<file path="src/rtl/core/ldh_pkg.sv">
// shared types, codes and constants of the latency decade histogram
// no dependencies
`default_nettype none

package ldh_pkg;

    localparam int LAT_W       = 48;
    localparam int VAL_W       = 64;
    localparam int SUM_W       = 64;
    localparam int NUM_BUCKETS = 7;
    localparam int BKT_W       = 3;
    localparam int TYPE_SEL_W  = 3;
    localparam int STAT_W      = 4;

    localparam logic [LAT_W-1:0] MIN_PRESET = 48'h0000_FFFF_FFFF;
    localparam logic [VAL_W-1:0] US_DIV     = 64'd1000;

    localparam logic [LAT_W-1:0] DECADE_LIMIT [NUM_BUCKETS-1] = '{
        48'd100, 48'd1000, 48'd10000, 48'd100000, 48'd1000000, 48'd10000000
    };

    typedef enum logic [1:0] {
        OP_ENABLE  = 2'd0,
        OP_DISABLE = 2'd1,
        OP_RECORD  = 2'd2,
        OP_READ    = 2'd3
    } t_op;

    localparam logic [STAT_W-1:0] STAT_BKT_FIRST = 4'd0;
    localparam logic [STAT_W-1:0] STAT_BKT_LAST  = 4'd6;
    localparam logic [STAT_W-1:0] STAT_MIN       = 4'd7;
    localparam logic [STAT_W-1:0] STAT_MAX       = 4'd8;
    localparam logic [STAT_W-1:0] STAT_AVG       = 4'd9;

    typedef struct packed {
        logic                  enable;
        logic                  clear;
        logic                  record;
        logic [TYPE_SEL_W-1:0] type_sel;
        logic [STAT_W-1:0]     stat_sel;
        logic [LAT_W-1:0]      lat;
    } t_store_cmd;

    typedef struct packed {
        logic             enabled;
        logic [VAL_W-1:0] bucket;
        logic [LAT_W-1:0] min_lat;
        logic [LAT_W-1:0] max_lat;
        logic [SUM_W-1:0] sum;
        logic [VAL_W-1:0] count;
    } t_stat_view;

    // limits rise monotonically, so the last one passed gives the bucket
    function automatic logic [BKT_W-1:0] bucket_of(input logic [LAT_W-1:0] lat);
        logic [BKT_W-1:0] b;
        b = '0;
        for (int i = 0; i < NUM_BUCKETS - 1; i++) begin
            if (lat >= DECADE_LIMIT[i]) begin
                b = BKT_W'(i + 1);
            end
        end
        return b;
    endfunction

endpackage

`default_nettype wire

</file>
<file path="src/rtl/core/ldh_stat_store.sv">
// per-type statistics registers: enable flags, decade buckets, min, max, sum, count
// depends on ldh_pkg
`default_nettype none

module ldh_stat_store #(
    parameter int NUM_TYPES   = 3,
    parameter int COUNT_WIDTH = 32
) (
    input  wire                 i_clk,
    input  wire                 i_rst_n,
    input  ldh_pkg::t_store_cmd i_cmd,
    output ldh_pkg::t_stat_view o_view
);
    import ldh_pkg::*;

    localparam int TW = (NUM_TYPES > 1) ? $clog2(NUM_TYPES) : 1;

    logic                   r_en     [NUM_TYPES];
    logic [COUNT_WIDTH-1:0] r_bucket [NUM_TYPES][NUM_BUCKETS];
    logic [LAT_W-1:0]       r_min    [NUM_TYPES];
    logic [LAT_W-1:0]       r_max    [NUM_TYPES];
    logic [SUM_W-1:0]       r_sum    [NUM_TYPES];
    logic [COUNT_WIDTH-1:0] r_cnt    [NUM_TYPES];

    logic [TW-1:0]    w_t;
    logic [BKT_W-1:0] w_bkt;
    logic [BKT_W-1:0] w_rsel;

    assign w_t    = i_cmd.type_sel[TW-1:0];
    assign w_bkt  = bucket_of(i_cmd.lat);
    assign w_rsel = i_cmd.stat_sel[BKT_W-1:0];

    always_ff @(posedge i_clk) begin
        if (!i_rst_n) begin
            for (int t = 0; t < NUM_TYPES; t++) begin
                r_en[t]  <= 1'b0;
                r_min[t] <= '0;
                r_max[t] <= '0;
                r_sum[t] <= '0;
                r_cnt[t] <= '0;
                for (int b = 0; b < NUM_BUCKETS; b++) begin
                    r_bucket[t][b] <= '0;
                end
            end
        end else if (i_cmd.enable && !r_en[w_t]) begin
            r_en[w_t]  <= 1'b1;
            r_min[w_t] <= MIN_PRESET;
        end else if (i_cmd.clear && r_en[w_t]) begin
            r_en[w_t]  <= 1'b0;
            r_min[w_t] <= '0;
            r_max[w_t] <= '0;
            r_sum[w_t] <= '0;
            r_cnt[w_t] <= '0;
            for (int b = 0; b < NUM_BUCKETS; b++) begin
                r_bucket[w_t][b] <= '0;
            end
        end else if (i_cmd.record && r_en[w_t]) begin
            r_bucket[w_t][w_bkt] <= COUNT_WIDTH'(r_bucket[w_t][w_bkt] + 1'b1);
            if (i_cmd.lat < r_min[w_t]) begin
                r_min[w_t] <= i_cmd.lat;
            end
            if (i_cmd.lat > r_max[w_t]) begin
                r_max[w_t] <= i_cmd.lat;
            end
            r_sum[w_t] <= r_sum[w_t] + SUM_W'(i_cmd.lat);
            r_cnt[w_t] <= COUNT_WIDTH'(r_cnt[w_t] + 1'b1);
        end
    end

    always_comb begin
        o_view.enabled = r_en[w_t];
        o_view.bucket  = (i_cmd.stat_sel <= STAT_BKT_LAST) ?
                         VAL_W'(r_bucket[w_t][w_rsel]) : '0;
        o_view.min_lat = r_min[w_t];
        o_view.max_lat = r_max[w_t];
        o_view.sum     = r_sum[w_t];
        o_view.count   = VAL_W'(r_cnt[w_t]);
    end

endmodule

`default_nettype wire

</file>
<file path="src/rtl/core/ldh_serial_div.sv">
// restoring divider, one quotient bit per cycle through a shift register
// depends on ldh_pkg
`default_nettype none

module ldh_serial_div (
    input  wire                      i_clk,
    input  wire                      i_rst_n,
    input  wire                      i_start,
    input  wire  [ldh_pkg::VAL_W-1:0] i_num,
    input  wire  [ldh_pkg::VAL_W-1:0] i_den,
    output logic                     o_done,
    output logic [ldh_pkg::VAL_W-1:0] o_quo
);
    import ldh_pkg::*;

    localparam int CW = $clog2(VAL_W);

    logic             r_busy;
    logic             r_done;
    logic [CW-1:0]    r_step;
    logic [VAL_W-1:0] r_quo;
    logic [VAL_W-1:0] r_rem;
    logic [VAL_W-1:0] r_den;

    logic [VAL_W:0]   w_shift;
    logic             w_fits;

    // partial remainder with the next dividend bit shifted in
    assign w_shift = {r_rem, r_quo[VAL_W-1]};
    assign w_fits  = (w_shift >= {1'b0, r_den});

    always_ff @(posedge i_clk) begin
        if (!i_rst_n) begin
            r_busy <= 1'b0;
            r_done <= 1'b0;
            r_step <= '0;
        end else begin
            r_done <= r_busy && (r_step == CW'(VAL_W - 1));
            if (i_start) begin
                r_busy <= 1'b1;
                r_step <= '0;
            end else if (r_busy) begin
                r_step <= CW'(r_step + 1'b1);
                if (r_step == CW'(VAL_W - 1)) begin
                    r_busy <= 1'b0;
                end
            end
        end
    end

    always_ff @(posedge i_clk) begin
        if (i_start) begin
            r_quo <= i_num;
            r_den <= i_den;
            r_rem <= '0;
        end else if (r_busy) begin
            r_quo <= {r_quo[VAL_W-2:0], w_fits};
            r_rem <= w_fits ? VAL_W'(w_shift - {1'b0, r_den}) : w_shift[VAL_W-1:0];
        end
    end

    assign o_done = r_done;
    assign o_quo  = r_quo;

endmodule

`default_nettype wire

</file>
<file path="src/rtl/core/latency_decade_histogram.sv">
// latency decade histogram, top level: input capture, sequencer, result register
// depends on ldh_pkg, ldh_stat_store, ldh_serial_div
//
// input channel: i_valid / o_stall carry one word (op, type, latency, stat);
// a word is taken at an edge with i_valid high and o_stall low
// output channel: o_valid / i_stall carry one result word per input word
// (read value, enable flag of the addressed type after the word)
// enable, disable, record and bucket reads: capture, execute against
// the statistics registers, result load
// min, max and average reads add the 64-step bit-serial divider between
// execute and result load (skipped for a min at its preset or an average
// with no samples); the divider turns nanoseconds into microseconds and
// the sum into an average
// a word's result shows on o_valid once the result register is loaded;
// o_stall is high for the whole time a word is in work
// the result register frees the sequencer, so the next word is taken
// while a result still waits on a stalled receiver; a result held by
// i_stall keeps its value until taken
// synchronous reset (i_rst_n low) clears all statistics and enable flags
// and drops any word in work and any pending result
`default_nettype none

module latency_decade_histogram #(
    parameter int NUM_TYPES   = 3,
    parameter int COUNT_WIDTH = 32
) (
    input  wire         i_clk,
    input  wire         i_rst_n,
    input  wire         i_valid,
    output logic        o_stall,
    input  wire  [1:0]  i_op,
    input  wire  [1:0]  i_type_index,
    input  wire  [47:0] i_latency_ns,
    input  wire  [3:0]  i_stat_index,
    output logic        o_valid,
    input  wire         i_stall,
    output logic [63:0] o_read_value,
    output logic        o_type_enabled
);
    import ldh_pkg::*;

    typedef enum logic [3:0] {
        S_IDLE = 4'b0001,
        S_EXEC = 4'b0010,
        S_DIV  = 4'b0100,
        S_DONE = 4'b1000
    } t_state;

    t_state                r_state, n_state;
    t_op                   r_op;
    logic [TYPE_SEL_W-1:0] r_type;
    logic                  r_in_range;
    logic [LAT_W-1:0]      r_lat;
    logic [STAT_W-1:0]     r_stat;
    logic [VAL_W-1:0]      r_value, n_value;
    logic                  r_out_valid;
    logic [VAL_W-1:0]      r_out_value;
    logic                  r_out_en;

    t_store_cmd            w_cmd;
    t_stat_view            w_view;
    logic [VAL_W-1:0]      w_avg_den;
    logic                  w_div_start;
    logic [VAL_W-1:0]      w_div_num;
    logic [VAL_W-1:0]      w_div_den;
    logic                  w_div_done;
    logic [VAL_W-1:0]      w_div_quo;
    logic                  w_accept;
    logic                  w_out_free;
    logic                  w_in_range;

    assign w_accept   = (r_state == S_IDLE) && i_valid;
    assign w_out_free = !r_out_valid || !i_stall;
    assign w_in_range = (4'(i_type_index) < 4'(NUM_TYPES));

    always_ff @(posedge i_clk) begin
        if (w_accept) begin
            r_op       <= t_op'(i_op);
            r_type     <= w_in_range ? TYPE_SEL_W'(i_type_index) : '0;
            r_in_range <= w_in_range;
            r_lat      <= i_latency_ns;
            r_stat     <= i_stat_index;
        end
    end

    always_comb begin
        w_cmd.enable   = (r_state == S_EXEC) && r_in_range && (r_op == OP_ENABLE);
        w_cmd.clear    = (r_state == S_EXEC) && r_in_range && (r_op == OP_DISABLE);
        w_cmd.record   = (r_state == S_EXEC) && r_in_range && (r_op == OP_RECORD);
        w_cmd.type_sel = r_type;
        w_cmd.stat_sel = r_stat;
        w_cmd.lat      = r_lat;
    end

    ldh_stat_store #(
        .NUM_TYPES   (NUM_TYPES),
        .COUNT_WIDTH (COUNT_WIDTH)
    ) u_store (
        .i_clk   (i_clk),
        .i_rst_n (i_rst_n),
        .i_cmd   (w_cmd),
        .o_view  (w_view)
    );

    // count * 1000 wrapping to 64 bits
    assign w_avg_den = (w_view.count << 10) - (w_view.count << 4) - (w_view.count << 3);

    always_comb begin
        n_state     = r_state;
        n_value     = r_value;
        w_div_start = 1'b0;
        w_div_num   = '0;
        w_div_den   = '0;
        case (r_state)
            S_IDLE: begin
                if (i_valid) begin
                    n_state = S_EXEC;
                end
            end
            S_EXEC: begin
                n_value = '0;
                n_state = S_DONE;
                if (r_in_range && (r_op == OP_READ)) begin
                    case (r_stat) inside
                        [STAT_BKT_FIRST:STAT_BKT_LAST]: begin
                            n_value = w_view.bucket;
                        end
                        STAT_MIN: begin
                            // min still at its preset reads as zero
                            if (w_view.min_lat != MIN_PRESET) begin
                                w_div_start = 1'b1;
                                w_div_num   = VAL_W'(w_view.min_lat);
                                w_div_den   = US_DIV;
                                n_state     = S_DIV;
                            end
                        end
                        STAT_MAX: begin
                            w_div_start = 1'b1;
                            w_div_num   = VAL_W'(w_view.max_lat);
                            w_div_den   = US_DIV;
                            n_state     = S_DIV;
                        end
                        STAT_AVG: begin
                            if (w_avg_den != '0) begin
                                w_div_start = 1'b1;
                                w_div_num   = w_view.sum;
                                w_div_den   = w_avg_den;
                                n_state     = S_DIV;
                            end
                        end
                        default: begin
                        end
                    endcase
                end
            end
            S_DIV: begin
                if (w_div_done) begin
                    n_value = w_div_quo;
                    n_state = S_DONE;
                end
            end
            S_DONE: begin
                if (w_out_free) begin
                    n_state = S_IDLE;
                end
            end
            default: begin
                n_state = S_IDLE;
            end
        endcase
    end

    ldh_serial_div u_div (
        .i_clk   (i_clk),
        .i_rst_n (i_rst_n),
        .i_start (w_div_start),
        .i_num   (w_div_num),
        .i_den   (w_div_den),
        .o_done  (w_div_done),
        .o_quo   (w_div_quo)
    );

    always_ff @(posedge i_clk) begin
        if (!i_rst_n) begin
            r_state <= S_IDLE;
        end else begin
            r_state <= n_state;
        end
    end

    always_ff @(posedge i_clk) begin
        r_value <= n_value;
    end

    always_ff @(posedge i_clk) begin
        if (!i_rst_n) begin
            r_out_valid <= 1'b0;
        end else if ((r_state == S_DONE) && w_out_free) begin
            r_out_valid <= 1'b1;
        end else if (!i_stall) begin
            r_out_valid <= 1'b0;
        end
    end

    always_ff @(posedge i_clk) begin
        if ((r_state == S_DONE) && w_out_free) begin
            r_out_value <= r_value;
            r_out_en    <= r_in_range && w_view.enabled;
        end
    end

    assign o_stall        = (r_state != S_IDLE);
    assign o_valid        = r_out_valid;
    assign o_read_value   = r_out_value;
    assign o_type_enabled = r_out_en;

endmodule

`default_nettype wire

</file>
<file path="config.mk">
export PLATFORM = sky130hd
export DESIGN_NAME = latency_decade_histogram
export DESIGN_NICKNAME = d
export VERILOG_FILES = /design/src/rtl/core/ldh_pkg.sv /design/src/rtl/core/ldh_stat_store.sv /design/src/rtl/core/ldh_serial_div.sv /design/src/rtl/core/latency_decade_histogram.sv
export SDC_FILE = /design/constraint.sdc
export NUM_CORES = 2
export LEC_CHECK = 0
export ABC_AREA = 0
export CELL_PAD_IN_SITES_DETAIL_PLACEMENT = 1
export CELL_PAD_IN_SITES_GLOBAL_PLACEMENT = 1
export CORE_MARGIN = 8
export CORE_UTILIZATION = 60
export CTS_BUF_LIST = sky130_fd_sc_hd__clkbuf_8
export DETAILED_ROUTE_END_ITERATION = 10
export DONT_BUFFER_PORTS = 1
export HOLD_SLACK_MARGIN = 0.12
export PLACE_DENSITY = 0.95
export SLEW_MARGIN = 15
export SYNTH_ARGS = -nofsm -noshare
export SYNTH_HDL_FRONTEND = slang
export SYNTH_SLANG_ARGS = --single-unit
</file>
<file path="constraint.sdc">
create_clock -name i_clk -period 22.9 [get_ports i_clk]
set_input_delay 3.435 -clock i_clk [delete_from_list [all_inputs] [get_ports i_clk]]
set_output_delay 3.435 -clock i_clk [all_outputs]
set_load 0.005 [all_outputs]
</file>
==> results.tsv, run 1 <==
stage	metric	value	unit
outcome	status	did not finish	
outcome	failing step	global routing (5_1_grt)	
outcome	stop err	[ERROR GRT-0232] Routing congestion too high. Check the congestion heatmap in the GUI.	
logic_synthesis	EDFF count, synth	1956	
clocking	clk sinks	2038	
logic_synthesis	Syn Inst Count	7963	
logic_synthesis	Yosys top cell area share	58.3	%
logic_synthesis	Avg Inst Size Synth	12.7	µm²
placed_design	port buffer count	0	
clocking	Post-CTS Resized	0	
floorplanning	I/O pin cnt	127	
clocking	Max clock buf depth	4	
floorplanning	die width	426	µm
placed_design	GP Congestion	0.950	
clocking	H-tree levels	5	
logic_synthesis	Post-synth top flop	edfxtp_1	
global_routing	Global Route Usage Sum	62.1	%
logic_synthesis	syn_nets	8291	
clocking	Root Driver	clkbuf_8	
clocking	setup bufs post-CTS	0	
clocking	hold buffer count at cts	0	
clocking	CTS Buf Count	343	
logic_synthesis	flops & latches, synth	2038	
logic_synthesis	ys async rst share	0	%
logic_synthesis	sequential-to-total area share from yosys stat	59.9	%
placed_design	Placement Cell Area	104000	µm²
logic_synthesis	area leader, netlist	edfxtp_1	
logic_synthesis	count of different cell masters after synthesis	86	
placed_design	HPWL after DPL	247	mm
floorplanning	die height	426	µm
logic_synthesis	ranking of synthesized cells by area	edfxtp_1, mux4_2, nor2_1, ha_1, dfxtp_1	
global_routing	largest net degree at the start of global routing	157	
floorplanning	initial core utilization	60.3	%
logic_synthesis	Mapped Area	101000	µm²
floorplanning	row count	150	
global_routing	total grt overflow	20	
logic_synthesis	number of warnings issued by yosys	0	
## synth_stat cells (all sizes together), types with 25 or more instances
library cell and count:
a211oi 78, a21o 137, a21oi 310, a22o 32
a22oi 54, a31oi 83, and2 84, and3 180
buf 123, clkbuf 424, dfxtp 82, edfxtp 1956
ha 266, inv 366, mux2i 90, mux4 446
nand2 364, nand2b 58, nand3 76, nand4 80
nor2 1617, nor2b 48, nor3 143, nor4 41
o211ai 37, o21a 37, o21ai 214, o21bai 34
o311ai 25, xnor2 150, xor2 87
## kinds of logic after synthesis
logic type | share of synthesized area, %
compound gates | 7.90
xor+xnor | 2.06
fa+ha+maj | 3.34
buf+inv | 3.59
flops | 59.9
mux | 11.0
simple gates | 12.1
## routing by layer
metal	track usage [%]	overflow
met5	27.3	0
met4	61.8	10
met3	48.3	0
met2	77.4	10
met1	61.0	0
## metrics by stage
stage               setup WS (ns)  cells  util (%)  hold slack, ns
floorplan                   13.35   7963         -           0.400
detailed placement          12.81   9808      62.0           0.406
CTS                         12.60  10400      65.6           0.411
global placement            13.06   9808      62.0           0.402
==> run 2: changes to the inputs <==
CELL_PAD_IN_SITES_DETAIL_PLACEMENT = unset   (was 1)
CELL_PAD_IN_SITES_GLOBAL_PLACEMENT = unset   (was 1)
CORE_UTILIZATION = 40   (was 60)
CTS_BUF_LIST = unset   (was sky130_fd_sc_hd__clkbuf_8)
HOLD_SLACK_MARGIN = unset   (was 0.12)
PLACE_DENSITY = unset   (was 0.95)
PLACE_DENSITY_LB_ADDON = 0.15   (was unset)
==> results.tsv, run 2 <==
stage	metric	value	unit	change
outcome	status	finished, final reports clean		was did not finish
cells_and_area	Top Registers	u_store.r_bucket (896), u_store.r_sum (256)		
clocking	CTS Buf Count	221		was 343
logic_synthesis	ranking of synthesized cells by area	edfxtp_1, mux4_2, nor2_1, ha_1, dfxtp_1		unchanged
pwr	P per Cell Area	87.8	nW/µm²	
critical_path	Slowest-stage cell, CP	buf_4		
timing	fin crit share	42.5	%	
critical_path	worst endpoint required time	23.33	ns	
floorplanning	die height	518	µm	was 426 µm
cells_and_area	Area Overhead vs Synth	11.6	%	
timing	endpoints failing setup	0		
placed_design	GP Congestion	0.893		was 0.950
clocking	clock latency on the worst-skew pair	0.88	ns	
clocking	hold buffer count at cts	0		unchanged
logic_synthesis	most common cell in the netlist	edfxtp_1		unchanged
pwr	Peak supply drop	76.1	µV	
global_routing	largest net degree at the start of global routing	154		
cells_and_area	nets	8185		
pwr	Pint	6980	µW	
cells_and_area	Core Util, Final	44.8	%	
detailed_routing	Pre-Repair DR Iteration Count	7		
pwr	Reg power frac	43.1	%	
logic_synthesis	syn_nets	8291		unchanged
detailed_routing	Initial DRC Count	6609		
run	Max Cap Viol	0		
clocking	clk sinks	2038		unchanged
timing	Hold Violations, Final	0		
cells_and_area	Largest Register	u_store.r_bucket		
timing	Setup TNS Final	0	ns	
clocking	Post-CTS Resized	0		unchanged
critical_path	Crit path top cell by count	a21oi_1		
logic_synthesis	Yosys top cell area share	58.3	%	unchanged
clocking	Max clock buf depth	3		was 4
floorplanning	die width	518	µm	was 426 µm
global_routing	initial antenna violation count	13		
timing	Final Critical Period	9.74	ns	
timing	unrepaired setup endpoints after global routing	false		
pwr	switching pwr	2900	µW	
detailed_routing	vias per cell	5.84		
pwr	leak pwr	0.0414	µW	
floorplanning	die area	268000	µm²	
detailed_routing	final wirelength	323	mm	
timing	highest achievable clock rate	103	MHz	
min_path	type of the worst min-delay path	reg -> reg		
logic_synthesis	count of different cell masters after synthesis	86		unchanged
logic_synthesis	Mapped Area	101000	µm²	unchanged
global_routing	number of global-route vias before repair	66700		
floorplanning	row count	184		was 150
logic_synthesis	sequential-to-total area share from yosys stat	59.9	%	unchanged
timing	Max-slew headroom	14.7	%	
logic_synthesis	Avg Inst Size Synth	12.7	µm²	unchanged
clocking	CTS tree	done		
critical_path	Worst R2R Path Depth	31		
critical_path	CP Class	reg -> reg		
critical_path	Crit Path Max Fanout	153		
cells_and_area	commonest cells after routing, fill and taps aside	edfxtp_1, nor2_1, mux4_2, inv_1, nand2_1		
floorplanning	I/O pin cnt	127		unchanged
detailed_routing	Final ANT Viol Nets	0		
logic_synthesis	ys async rst share	0	%	unchanged
min_path	hold depth	0		
logic_synthesis	Post-synth top flop	edfxtp_1		unchanged
logic_synthesis	Syn Inst Count	7963		unchanged
cells_and_area	share of cells above drive strength 1	14.8	%	
pwr	Sw Ratio	29.3	%	
floorplanning	Placeable Area	251000	µm²	
logic_synthesis	flops & latches, synth	2038		unchanged
timing	clk_skew	0.0811	ns	
placed_design	port buffer count	0		unchanged
pwr	clock group share of total power	36.1	%	
logic_synthesis	Post-synth top cells	edfxtp_1, nor2_1, mux4_2		unchanged
placed_design	HPWL after DPL	205	mm	was 247 mm
logic_synthesis	area leader, netlist	edfxtp_1		unchanged
cells_and_area	most common cell after layout, fill and taps aside	edfxtp_1		
global_routing	first-pass GRT wire length	468	mm	
detailed_routing	DRC	0		
critical_path	CP startpoint kind	flip-flop		
timing	Final Max Slew Viols	0		
clocking	clock-pin slew on the worst setup and hold paths	0.06	ns	
global_routing	Global Route Usage Sum	23.3	%	
floorplanning	initial core utilization	40.2	%	was 60.3%
pwr	combinational power share	20.8	%	
critical_path	Crit. End Element	flip-flop		
clocking	H-tree levels	4		was 5
global_routing	total grt overflow	0		
timing	Tightest Pin Transition	1.26	ns	
critical_path	crit path DAT	10.16	ns	
detailed_routing	routed len/inst	28.4	µm	
critical_path	Worst path max stage delay	0.78	ns	
cells_and_area	max reg flops	896		
cells_and_area	fill count	22800		
logic_synthesis	number of warnings issued by yosys	0		unchanged
detailed_routing	vias	66500		
logic_synthesis	EDFF count, synth	1956		unchanged
clocking	Root Driver	clkbuf_16		was clkbuf_8
clocking	setup bufs post-CTS	0		unchanged
run 2: power groups by stage:
stage	Combinational (µW)	Clock (µW)	Sequential, µW
2_1_floorplan	1420	0	4310
3_3_place_gp	2050	0	4330
3_5_place_dp	2050	0	4330
4_1_cts	2060	3630	4260
5_1_grt	2220	3770	4270
6_report	2050	3570	4250
run 2: per-stage QoR:
step	power (µW)	worst slack, ns	area [µm²]	hold WS (ns)	cells
4_1_cts	9940	12.80	112000	0.393	11400
3_3_place_gp	6380	12.85	105000	0.401	11000
3_5_place_dp	6380	12.79	105000	0.405	11000
5_1_grt	10300	12.31	112000	0.411	11400
6_report	9870	13.16	112000	0.406	11400
2_1_floorplan	5730	13.35	101000	0.400	7963
run 2: worst max-delay path, delay by kind of cell, from the launching register on:
family / cells / cell delay, ns
compound gates: 18 / 3.74
buf+inv: 4 / 2.27
simple gates: 5 / 0.77
mux: 1 / 0.76
flops: 1 / 0.74
fa+ha+maj: 2 / 0.64
xor+xnor: 1 / 0.11
run 2: cell families (layout without fill, tap and decap cells):
group	after synthesis	in the layout	share of synthesized area, %
compound gates	1180	1180	7.90
xor+xnor	237	237	2.06
fa+ha+maj	268	268	3.34
buf+inv	913	993	3.59
flops	2038	2038	59.9
mux	552	552	11.0
other cells	0	8	0
simple gates	2775	2775	12.1
run 2: worst paths after layout:
path / from / to / slack (ns)
setup / recovery: flip-flop / u_div.r_den[42] / 13.16
hold / removal: r_value[8] / o_read_value[8] / 0.41
setup reg to reg: flip-flop / u_div.r_den[42] / 13.16
hold reg to reg: r_value[8] / o_read_value[8] / 0.41
run 2: cell type report:
cell class,count,area [µm²],area share [%]
Antenna cell,8,20.0,0.0178
Clock buffer,281,5800,5.15
Clock inverter,128,1420,1.26
Inverter,366,1380,1.22
Multi-Input combinational cell,5012,37600,33.4
Sequential cell,2038,60400,53.7
Tap cell,3348,4190,3.72
Timing Repair Buffer,218,1680,1.49
run 2: layer usage:
metal | wire length [µm] | GRT usage, % | share of wire [%] | vias to the layer above
li1 | - | - | - | 29300
met4 | 16200 | 9.97 | 5.0 | 4
met1 | 129000 | 29.9 | 40 | 34100
met3 | 21700 | 4.11 | 6.7 | 586
met2 | 156000 | 39.1 | 48 | 2508
met5 | 31 | 0 | 0.0096 | -
Power figures use the tool's default switching activity.
